**src/qprc_pkg.sv**
```systemverilog
// Shared types and constants of the QUIC probe reply classifier.
`timescale 1ns / 1ps
package qprc_pkg;

  localparam int MAX_PAYLOAD_BYTES = 1472;
  localparam int IDX_W = 11;

  localparam int UDP_HDR_LEN = 8;
  localparam int HDR_LEN_HASH = 27;
  localparam int HELLO_TOTAL = 1200;
  localparam int INCHOATE_LEN = 24;
  localparam int SHORT_LIMIT = HDR_LEN_HASH + (HELLO_TOTAL - INCHOATE_LEN) - UDP_HDR_LEN;

  localparam int CONN_ID_LAST_IDX = 8;
  localparam int FIRST_WORD_END = 12;
  // word ending at byte index i lies inside the list when i + WORD_FIT <= length
  localparam int LIST_HDR = 17;
  localparam int WORD_FIT = LIST_HDR - FIRST_WORD_END + 4;
  localparam int LIST_MIN_LEN = LIST_HDR + 4;
  localparam int VSEEN_MIN_IDX = FIRST_WORD_END + 1;

  localparam logic [7:0] FLAG_VERS = 8'h01;
  localparam logic [7:0] FLAG_RST = 8'h02;
  localparam logic [31:0] ECHO_TAG = {8'h51, 8'h30, 8'h30, 8'h31};
  localparam logic [31:0] NIBBLE_MASK = 32'h0f0f0f0f;
  localparam logic [31:0] RESERVED_PAT = 32'h0a0a0a0a;
  localparam logic [63:0] CONN_ID_RESET = 64'h474E494E4E414353;

  localparam logic [1:0] CLASS_NONE = 2'd0;
  localparam logic [1:0] CLASS_QUIC = 2'd1;
  localparam logic [1:0] CLASS_UDP = 2'd2;

  localparam logic KIND_VERSION = 1'b0;
  localparam logic KIND_SUMMARY = 1'b1;

  typedef struct packed {
    logic [7:0]  data_byte;
    logic        first_byte;
    logic        last_byte;
    logic [15:0] udp_length;
  } in_item_t;

  typedef struct packed {
    logic        result_kind;
    logic [31:0] version_word;
    logic [1:0]  class_code;
    logic        success;
    logic        versions_seen;
    logic        reserved_seen;
    logic        reset_seen;
    logic        last_result;
  } out_item_t;

  typedef struct packed {
    logic      word_valid;
    logic      sum_valid;
    out_item_t word_res;
    out_item_t sum_res;
  } push_t;

endpackage

```
**src/qprc_core.sv**
```systemverilog
// Per-reply parsing state and the single-pass step that classifies each byte.
`timescale 1ns / 1ps
module qprc_core import qprc_pkg::*; (
  input  logic        clk,
  input  logic        rst,
  input  logic        step,
  input  in_item_t    item,
  input  logic        cfg_write,
  input  logic [63:0] cfg_data,
  output push_t       push
);

  logic [63:0]      expected_conn_id;
  logic [IDX_W-1:0] byte_index, byte_index_next;
  logic [15:0]      length_reg, length_reg_next;
  logic [7:0]       flags_reg, flags_reg_next;
  logic [63:0]      conn_id_acc, conn_id_acc_next;
  logic [31:0]      word_acc, word_acc_next;
  logic [1:0]       class_reg, class_reg_next;
  logic             success_reg, success_reg_next;
  logic             echo_reg, echo_reg_next;
  logic             reserved_reg, reserved_reg_next;

  logic [IDX_W-1:0] idx;
  logic [2:0]       lane;
  logic             in_window;
  logic             list_ok;
  logic             word_fits;
  logic             short_udp;
  logic             vseen;
  logic             rseen;
  logic             word_valid;

  always_comb begin
    // start of a reply: clear everything but the length, which is reloaded
    idx               = item.first_byte ? '0 : byte_index;
    length_reg_next   = item.first_byte ? item.udp_length : length_reg;
    flags_reg_next    = item.first_byte ? '0 : flags_reg;
    conn_id_acc_next  = item.first_byte ? '0 : conn_id_acc;
    word_acc_next     = item.first_byte ? '0 : word_acc;
    class_reg_next    = item.first_byte ? CLASS_NONE : class_reg;
    success_reg_next  = item.first_byte ? 1'b0 : success_reg;
    echo_reg_next     = item.first_byte ? 1'b0 : echo_reg;
    reserved_reg_next = item.first_byte ? 1'b0 : reserved_reg;
    byte_index_next   = idx;
    word_valid        = 1'b0;
    lane              = 3'(idx - IDX_W'(1));

    in_window = (length_reg_next > 16'(UDP_HDR_LEN)) &&
                (length_reg_next < 16'(SHORT_LIMIT));
    list_ok   = in_window && ((flags_reg_next & FLAG_VERS) != '0);
    word_fits = ({5'b0, idx} + 16'(WORD_FIT)) <= length_reg_next;

    if (idx < IDX_W'(MAX_PAYLOAD_BYTES)) begin
      if (idx == '0) begin
        flags_reg_next = item.data_byte;
      end else if (idx <= IDX_W'(CONN_ID_LAST_IDX)) begin
        for (int k = 0; k < 8; k++) begin
          if (lane == 3'(k)) begin
            conn_id_acc_next[8*k +: 8] = item.data_byte;
          end
        end
        if (idx == IDX_W'(CONN_ID_LAST_IDX) && length_reg_next > 16'(UDP_HDR_LEN) &&
            conn_id_acc_next == expected_conn_id) begin
          class_reg_next   = CLASS_QUIC;
          success_reg_next = 1'b1;
        end
      end else begin
        word_acc_next = {word_acc_next[23:0], item.data_byte};
        if (idx[1:0] == 2'b00 && list_ok && !echo_reg_next && word_fits) begin
          if (idx == IDX_W'(FIRST_WORD_END) && word_acc_next == ECHO_TAG) begin
            echo_reg_next    = 1'b1;
            class_reg_next   = CLASS_UDP;
            success_reg_next = 1'b0;
          end else begin
            if ((word_acc_next & NIBBLE_MASK) == RESERVED_PAT) begin
              reserved_reg_next = 1'b1;
            end
            word_valid = 1'b1;
          end
        end
      end
      byte_index_next = idx + IDX_W'(1);
    end

    short_udp = length_reg_next <= 16'(UDP_HDR_LEN);
    vseen = list_ok && (length_reg_next >= 16'(LIST_MIN_LEN)) &&
            (byte_index_next >= IDX_W'(VSEEN_MIN_IDX)) && !echo_reg_next;
    rseen = in_window && ((flags_reg_next & FLAG_VERS) == '0) &&
            ((flags_reg_next & FLAG_RST) != '0) && (byte_index_next != '0);

    push.word_valid             = word_valid;
    push.word_res               = '0;
    push.word_res.result_kind   = KIND_VERSION;
    push.word_res.version_word  = word_acc_next;

    push.sum_valid              = item.last_byte;
    push.sum_res.result_kind    = KIND_SUMMARY;
    push.sum_res.version_word   = '0;
    push.sum_res.class_code     = short_udp ? CLASS_UDP : class_reg_next;
    push.sum_res.success        = short_udp ? 1'b0 : success_reg_next;
    push.sum_res.versions_seen  = vseen;
    push.sum_res.reserved_seen  = vseen & reserved_reg_next;
    push.sum_res.reset_seen     = rseen;
    push.sum_res.last_result    = 1'b1;
  end

  always_ff @(posedge clk) begin
    if (rst) begin
      expected_conn_id <= CONN_ID_RESET;
    end else if (cfg_write) begin
      expected_conn_id <= cfg_data;
    end
  end

  always_ff @(posedge clk) begin
    if (rst) begin
      byte_index   <= '0;
      length_reg   <= '0;
      flags_reg    <= '0;
      conn_id_acc  <= '0;
      word_acc     <= '0;
      class_reg    <= CLASS_NONE;
      success_reg  <= 1'b0;
      echo_reg     <= 1'b0;
      reserved_reg <= 1'b0;
    end else if (step) begin
      byte_index   <= byte_index_next;
      length_reg   <= length_reg_next;
      flags_reg    <= flags_reg_next;
      conn_id_acc  <= conn_id_acc_next;
      word_acc     <= word_acc_next;
      class_reg    <= class_reg_next;
      success_reg  <= success_reg_next;
      echo_reg     <= echo_reg_next;
      reserved_reg <= reserved_reg_next;
    end
  end

  ap_index_saturates: assert property (@(posedge clk) disable iff (rst)
    byte_index <= IDX_W'(MAX_PAYLOAD_BYTES))
    else $error("byte index ran past the payload limit");

  ap_echo_is_udp: assert property (@(posedge clk) disable iff (rst)
    echo_reg |-> (class_reg == CLASS_UDP && !success_reg))
    else $error("echoed version without udp class");

endmodule

```
**src/qprc_outq.sv**
```systemverilog
// Two-entry result queue that takes up to two results per cycle and gives one when not stalled.
`timescale 1ns / 1ps
module qprc_outq import qprc_pkg::*; (
  input  logic      clk,
  input  logic      rst,
  input  logic      push_en,
  input  push_t     push,
  output logic [1:0] space,
  output logic      out_valid,
  input  logic      out_stall,
  output out_item_t out_data
);

  out_item_t  q0, q0_next;
  out_item_t  q1, q1_next;
  logic [1:0] count, count_next;
  logic [1:0] count_after;
  logic [1:0] n_push;
  logic       pop;
  out_item_t  first_res;

  always_comb begin
    pop         = (count != 2'd0) && !out_stall;
    count_after = count - {1'b0, pop};
    space       = 2'd2 - count_after;
    n_push      = push_en ? ({1'b0, push.word_valid} + {1'b0, push.sum_valid}) : 2'd0;
    first_res   = push.word_valid ? push.word_res : push.sum_res;

    q0_next = pop ? q1 : q0;
    q1_next = q1;
    case (count_after)
      2'd0: begin
        q0_next = first_res;
        q1_next = push.sum_res;
      end
      2'd1: begin
        q1_next = first_res;
      end
      default: begin
        q1_next = q1;
      end
    endcase
    count_next = count_after + n_push;
  end

  always_ff @(posedge clk) begin
    if (rst) begin
      count <= '0;
    end else begin
      count <= count_next;
    end
  end

  always_ff @(posedge clk) begin
    q0 <= q0_next;
    q1 <= q1_next;
  end

  assign out_valid = (count != 2'd0);
  assign out_data  = q0;

  ap_no_overflow: assert property (@(posedge clk) disable iff (rst)
    n_push <= space)
    else $error("result queue overflow");

  ap_count_range: assert property (@(posedge clk) disable iff (rst)
    count <= 2'd2)
    else $error("result queue count out of range");

endmodule

```
**src/quic_probe_reply_classifier.sv**
```systemverilog
// Top level of the QUIC probe reply classifier: input register, parser step, result queue.
//
//   channel | direction | handshake           | payload
//   in      | in        | in_valid / in_stall  | in_data   (in_item_t)
//   out     | out       | out_valid / out_stall| out_data  (out_item_t)
//   cfg     | in        | cfg_valid / cfg_ready| cfg_data  (expected connection id)
//
// One byte is taken per cycle while in_stall is low; it is held in in_q, and its results in the queue.
// A byte that produces a version word and a summary puts two results in the
// two-entry queue, which drains one per cycle while out_stall is low; that queue sets the stall.
// rst is synchronous; it reloads the default connection id and clears the reply.
// cfg_ready is always high.
`timescale 1ns / 1ps
module quic_probe_reply_classifier import qprc_pkg::*; (
  input  logic        clk,
  input  logic        rst,
  input  logic        in_valid,
  output logic        in_stall,
  input  in_item_t    in_data,
  output logic        out_valid,
  input  logic        out_stall,
  output out_item_t   out_data,
  input  logic        cfg_valid,
  output logic        cfg_ready,
  input  logic [63:0] cfg_data
);

  logic       in_valid_q;
  in_item_t   in_q;
  push_t      push;
  logic [1:0] space;
  logic [1:0] need;
  logic       proc;

  assign need     = {1'b0, push.word_valid} + {1'b0, push.sum_valid};
  assign proc     = in_valid_q && (need <= space);
  assign in_stall = in_valid_q && !proc;
  assign cfg_ready = 1'b1;

  always_ff @(posedge clk) begin
    if (rst) begin
      in_valid_q <= 1'b0;
    end else if (!in_stall) begin
      in_valid_q <= in_valid;
    end
  end

  always_ff @(posedge clk) begin
    if (in_valid && !in_stall) begin
      in_q <= in_data;
    end
  end

  qprc_core u_core (
    .clk       (clk),
    .rst       (rst),
    .step      (proc),
    .item      (in_q),
    .cfg_write (cfg_valid && cfg_ready),
    .cfg_data  (cfg_data),
    .push      (push)
  );

  qprc_outq u_outq (
    .clk       (clk),
    .rst       (rst),
    .push_en   (proc),
    .push      (push),
    .space     (space),
    .out_valid (out_valid),
    .out_stall (out_stall),
    .out_data  (out_data)
  );

  ap_stall_needs_item: assert property (@(posedge clk) disable iff (rst)
    in_stall |-> in_valid_q)
    else $error("stall raised with empty input register");

  ap_result_follows: assert property (@(posedge clk) disable iff (rst)
    (proc && need != 2'd0) |=> out_valid)
    else $error("processed request left no result");

endmodule

```
**config.mk**
```make
export PLATFORM = sky130hd
export DESIGN_NAME = quic_probe_reply_classifier
export DESIGN_NICKNAME = d
export VERILOG_FILES = /design/src/qprc_pkg.sv /design/src/qprc_core.sv /design/src/qprc_outq.sv /design/src/quic_probe_reply_classifier.sv
export SDC_FILE = /design/constraint.sdc
export NUM_CORES = 1
export LEC_CHECK = 0
export BUFFER_PORTS_ARGS = -buffer_cell sky130_fd_sc_hd__clkbuf_2
export CORE_ASPECT_RATIO = 2
export CORE_MARGIN = 1
export CORE_UTILIZATION = 40
export CTS_CLUSTER_DIAMETER = 150
export DETAILED_ROUTE_END_ITERATION = 7
export PLACE_DENSITY = 0.59
export RECOVER_POWER = 25
export SYNTH_ARGS = -nofsm -noshare
export SYNTH_HDL_FRONTEND = slang
export SYNTH_SLANG_ARGS = --single-unit
```
**constraint.sdc**
```tcl
create_clock -name clk -period 7.22 [get_ports clk]
set_input_delay 2.166 -clock clk [delete_from_list [all_inputs] [get_ports clk]]
set_output_delay 2.166 -clock clk [all_outputs]
set_load 0.01 [all_outputs]
```
==> impl_metrics.ini, run 1 <==
[timing]
tns_ps = 0
skew_ps = 18.8
fmaxAchievable_ghz = 0.142
slew_headroom_pct = -119
hold_violations = 0
finalSetupViolations = 0
worst_pin_slew_ps = 3290
fin_crit_ps = 7030
timing.final.crit_share_pct = 97.3
final_max_slew_viol_count = 202

[yosys]
synth_nets = 2028
ys_seq_elements = 299
ys_types = 79
post_synth_fa_ha_maj_area_fraction_pct = 1.88
postSynthAreaPerCell_um2 = 8.70
synthArstFlopShare_pct = 0
synth_area_leaders = dfxtp_1 24%, edfxtp_1 19%, mux2i_1 4.7%
synth_flop_cell = dfxtp_1
synth-compound-area-share_pct = 19.8
synth_edf_count = 104
yosys.area.top_type = dfxtp_1
synth_top_area_share_pct = 23.5
synthXorXnorAreaFrac_pct = 1.69
synth_seq_area_share_pct = 42.3
synthSimpleGateAreaFrac_pct = 23.4
synth_warnings = 0
synthCells = 1908
synth.area.mux_share_pct = 4.91
synth_top_family_by_area = simple AND/OR/NAND/NOR gates
syn-cell-area_um2 = 16600

[placed_design]
gp_congestion = 0.897
hpwl_um = 40400
place_area_um2 = 17600
numPortBuffers = 136

[final_layout]
fill_cells = 4142
insertedDiodeCount = 0
final_area_um2 = 18600
final_nets = 2086
seq_area_um2 = 7030
drive_gt1_share_pct = 13.0
reg.largest.list = u_core.conn_id_acc: 64 flops, u_core.expected_conn_id: 64 flops
multi_input_area_um2 = 8700
syn2layout_area_growth_pct = 12.2

[job]
cap_violations = 4

[cts]
hold_buffers = 0
h-tree-depth = 1
cts_sinks = 299
cts_root_buf = clkbuf_16
cts_tree = done
clk_latency_ps = 590
clockBufferDepth = 3
path_clk_slew_ps = 70
numCtsBuffers = 29

[global_routing]
grt_pass1_vias = 14700
overflow = 0
antenna_found_initial = 1
grt_pass1_wl_um = 87300
grt_usage_pct = 26.9
grt_max_degree = 78

[route]
dr.pass1.iters = 5
ant_nets = 0
vias = 15200
routed_via_density = 6.03
drc = 0
wl_per_cell_um = 23.1
drtIter0Drc = 1096
drt_wl_total_um = 58400

[power_and_ir_drop]
p_leak_uw = 0.00694
p_switching_uw = 2220
ir_worst_vdd_mv = 0.188
clkPwrFrac_pct = 26.7
comb_power_share_pct = 33.5
intPower_uw = 3520
p_seq_share_pct = 39.8
powerDensity_nw_per_um2 = 308
switching_share_pct = 38.7

[floorplanning]
die_w_um = 146
initial_core_util_pct = 40.5
io_pins = 138
die_area_um2 = 42400
die_h_um = 290
rows = 105
design.core.area_um2 = 41000

[setup_path]
cp-start-kind = register
worstPathRequired_ps = 5050
crit_fanout = 7
critical_path_class = reg -> out
endpoint_kind = primary output
arrival_ps = 4860

[min_path]
hold_path.class = reg -> reg

[outcome]
failed_checks = capacitance limit, slew limit
status = finished with violations
[critical path, stage by stage (launching register included)]
cell	delay [ps]
edfxtp_1	500
nor2b_4	180
ha_4	200
a21oi_2	90
or3_1	330
a21oi_2	200
ha_1	280
a211oi_2	220
nor3_1	90
a2111oi_2	300
a21oi_1	140
nor4_1	250
buf_4	180
and4b_1	230
ha_1	180
ha_1	240
nor2b_1	130
o21ai_1	180
inv_1	60
nand2_1	80
inv_1	70
clkbuf_2	130
[power by group through the flow]
stage / clock, µW / combinational (µW) / sequential [µW]
floorplan: 0 / 1220 / 2340
global placement: 0 / 1890 / 2310
detailed placement: 0 / 1920 / 2320
CTS: 1570 / 1920 / 2280
global route: 1630 / 2080 / 2310
finish: 1530 / 1920 / 2280
[cell type report]
| type | instances | share of cell area (%) |
|---|---|---|
| Multi-Input combinational cell | 1384 | 46.7 |
| Sequential cell | 299 | 37.7 |
| Timing Repair Buffer | 192 | 5.80 |
| Clock buffer | 33 | 4.03 |
| Tap cell | 535 | 3.59 |
| Inverter | 60 | 1.21 |
| Clock inverter | 21 | 0.961 |
[placed cells by master, fill, tap and decap left out, types with 5 or more instances in the layout]
cell	instances
clkinv_1	6
mux2i_1	78
nor2_1	177
nand3b_1	19
nor3_1	15
nand2_1	176
and3_1	39
xor2_1	16
a31oi_1	33
nor4_1	10
clkbuf_2	110
o211ai_2	6
o21ai_0	67
buf_4	51
a211oi_1	16
edfxtp_1	104
xnor2_1	16
nand4_1	33
a21oi_1	88
clkbuf_1	31
clkbuf_16	29
a211o_1	14
nand3_1	119
nor4b_1	18
dfxtp_1	195
ha_1	22
o21ai_1	18
inv_1	56
nor2b_1	55
a21o_1	39
or3_1	5
o211ai_1	27
a32oi_1	30
a22oi_1	93
nand2b_1	29
and4_1	16
and2_1	15
[logic make-up (layout without fill, tap and decap cells)]
group	count (synthesis)	count (layout)
adders and majority gates	25	25
DFF	299	299
xor gates and xnor gates	32	32
buffers and inverters	225	306
other	1	1
muxes	81	81
AOI/OAI and AO/OA	483	483
and+or+nand+nor	762	762
[stage by stage]
step                hold WS, ps  worst slack (ps)  utilization, %  power [µW]  cells
detailed placement          445               478            43.0        4240   2466
global placement            444               513            43.0        4200   2466
global route                475             -26.6            45.4        6010   2524
floorplan                   431              6.29               -        3560   1908
finish                      454               195            45.4        5740   2524
CTS                         454              15.9            45.3        5770   2520
[cell usage after synthesis, types with 19 or more instances]
master,instances
nand3_1,119
nand4_1,33
ha_1,25
o211ai_1,27
buf_2,45
a31oi_1,33
a32oi_1,30
edfxtp_1,104
nor2_1,181
nand2b_1,30
mux2i_1,78
and3_1,39
a21o_1,39
clkbuf_1,89
dfxtp_1,195
nand3b_1,19
o21ai_0,69
nand2_1,177
nor2b_1,58
a22oi_1,93
inv_1,56
a21oi_1,92
[timing repair]
action | 4_1_cts | 5_1_grt
buffers inserted | 0 | 4
setup endpoints to repair | 1 | 1
resized for setup | 2 | 16
pin swaps | 0 | 4
[worst paths after layout]
| check | to | slack [ps] | start | cells after the start |
|---|---|---|---|---|
| setup / recovery | in_stall | 190 | in_q[17] | 21 |
| hold / removal | u_core.length_reg[14] | 450 | u_core.length_reg[14] | 2 |
| setup reg to reg | u_core.echo_reg | 1670 | in_q[17] | 22 |
| hold reg to reg | u_core.length_reg[14] | 450 | u_core.length_reg[14] | 2 |
[per-layer routing]
layer / global-route usage (%) / share of wire (%) / wire, µm / up-vias
met3: 2.22 / 4.5 / 2610 / 195
li1: - / - / - / 7087
met2: 50.7 / 53 / 30900 / 606
met1: 26.7 / 34 / 19700 / 7332
met5: 0 / 0 / 0 / -
met4: 21.6 / 8.9 / 5190 / 0
(Power assumes the default switching activity.)
==> run 2: changes to the inputs <==
CTS_BUF_LIST = sky130_fd_sc_hd__clkbuf_16   (was unset)
==> run 2 against run 1 <==
  * The flow still finishes with violations (capacitance limit, slew limit)
  * Flip-flop and latch count unchanged
  * Hold slack is essentially flat
  * Power decreased by 0.27%
  * Clock power is essentially flat
  * Critical path type unchanged
==> impl_metrics.ini, run 2 (synthesis results as in run 1) <==
[job]
cap_violations = 4

[timing]
skew_ps = 19.8
tns_ps = 0
whs_ps = 454
timing.final.crit_share_pct = 97.4
fmaxAchievable_ghz = 0.142
slew_headroom_pct = -116
worst_pin_slew_ps = 3250
hold_violations = 0
final_max_slew_viol_count = 202
finalSetupViolations = 0
fin_crit_ps = 7030

[outcome]
status = finished with violations
failed_checks = capacitance limit, slew limit

[power_and_ir_drop]
p_switching_uw = 2220
powerDensity_nw_per_um2 = 307
clkPwrFrac_pct = 26.5
p_seq_share_pct = 39.9
ir_worst_vdd_mv = 0.188
intPower_uw = 3500
comb_power_share_pct = 33.6
switching_share_pct = 38.8
p_leak_uw = 0.00694

[floorplanning]
rows = 105
die_h_um = 290
initial_core_util_pct = 40.5
die_w_um = 146
design.core.area_um2 = 41000
io_pins = 138
die_area_um2 = 42400

[placed_design]
gp_congestion = 0.897
hpwl_um = 40400
place_inst = 2466
numPortBuffers = 136

[setup_path]
crit_family = simple AND/OR/NAND/NOR gates
path_cells = nor2b_4, ha_4, a21oi_2, or3_1, a21oi_2, ha_1, a211oi_2, nor3_1, a2111oi_2, a21oi_1, nor4_1, buf_4, and4b_1, ha_1, ha_1, nor2b_1, o21ai_1, inv_1, nand2_1, inv_1, clkbuf_2
r2r_cells = 22
timing.rr.start = in_q[17]
endpoint_kind = primary output
r2r_end = u_core.echo_reg
critical_path_class = reg -> out
cp-start-kind = register
slowest_stage = edfxtp_1
critPathMaxStageDelay_ps = 500
regToRegSetupSlack_ps = 1650
critPathBufInv = 4
arrival_ps = 4870
worstPathRequired_ps = 5050
crit_fanout = 7
cpMostUsedCell = ha_1

[global_routing]
antenna_found_initial = 1
grt_pass1_wl_um = 87300
overflow = 0
grt_pass1_vias = 14700
grt_max_degree = 78
grt_usage_pct = 26.9

[final_layout]
final_nets = 2086
multi_input_area_um2 = 8700
reg.largest.list = u_core.conn_id_acc: 64 flops, u_core.expected_conn_id: 64 flops
insertedDiodeCount = 0
fin_cells = 2524
drive_gt1_share_pct = 13.0
final_core_util_pct = 45.4
layout_commonest_cell = dfxtp_1
mostFrequentLayoutCells = 195 x dfxtp_1, 177 x nor2_1, 176 x nand2_1, 119 x nand3_1, 110 x clkbuf_2
fill_cells = 4141
syn2layout_area_growth_pct = 12.2
seq_area_um2 = 7030

[route]
wl_met3_um = 2550
drc = 0
route.met2.wl_um = 30800
met1_length_um = 19800
highest-signal-layer = met4
wl_per_cell_um = 23.1
routed_via_density = 6.01
drt_wl_total_um = 58300
dr.pass1.iters = 6
vias = 15200
drtIter0Drc = 1165
ant_nets = 0

[min_path]
hold_path.class = reg -> reg
min_to = u_core.length_reg[14]
hold_path.startpoint = u_core.length_reg[14]
holdPathStages = 2

[cts]
clk_latency_ps = 590
hold_buffers = 0
numCtsBuffers = 29
h-tree-depth = 1
cts_root_buf = clkbuf_16
path_clk_slew_ps = 70
cts_tree = done
clockBufferDepth = 3
cts_sinks = 299
run 2: cell types whose count changed in the layout (fill, tap and decap cells not counted), sizes merged:
cell	change
clkinv	+1
clkbuf	-4
inv	+3
run 2: worst max-delay path by stage:
stage                     startpoint  endpoint  slack, ps  depth (start not counted)
after global routing        in_q[17]  in_stall        -30                         21
after CTS                   in_q[17]  in_stall         20                         21
final                       in_q[17]  in_stall        190                         21
after global placement      in_q[17]  in_stall        510                         21
after detailed placement    in_q[17]  in_stall        480                         21
after floorplan             in_q[17]  in_stall          6                         26
run 2: metal layers:
metal	track usage (%)	vias up
li1	-	7092
met5	0	-
met3	2.22	192
met1	26.7	7310
met2	50.7	587
met4	21.6	0
run 2: cell type report:
class | count | share of cell area (%)
Timing Repair Buffer | 192 | 5.81
Multi-Input combinational cell | 1384 | 46.7
Inverter | 60 | 1.21
Sequential cell | 299 | 37.7
Clock inverter | 25 | 1.04
Clock buffer | 29 | 3.90
Tap cell | 535 | 3.60
run 2: tightest hold or removal path, cell delays in order (launching register included):
cell and delay (ps):
dfxtp_1 310, nand2_1 50, a21oi_1 50
run 2: what timing repair did:
action | in CTS | in global routing
pin swaps | 0 | 4
setup buffers | 0 | 4
cloned | 0 | 0
setup endpoints to repair | 1 | 1
resized for setup | 2 | 16
endpoints found under the hold margin | 0 | 0
run 2: per-stage QoR:
stage	setup WS [ps]	total power (µW)	cell area, µm²
after floorplan	6.29	3560	16600
after global placement	513	4200	17600
after detailed placement	478	4240	17600
after CTS	15.9	5760	18600
after global routing	-26.6	6000	18600
final	189	5720	18600
run 2: power groups by stage:
stage | logic (µW) | clock network, µW | registers, µW
floorplan | 1220 | 0 | 2340
global placement | 1890 | 0 | 2310
detailed placement | 1920 | 0 | 2320
CTS | 1920 | 1550 | 2280
global route | 2080 | 1610 | 2310
finish | 1920 | 1520 | 2280
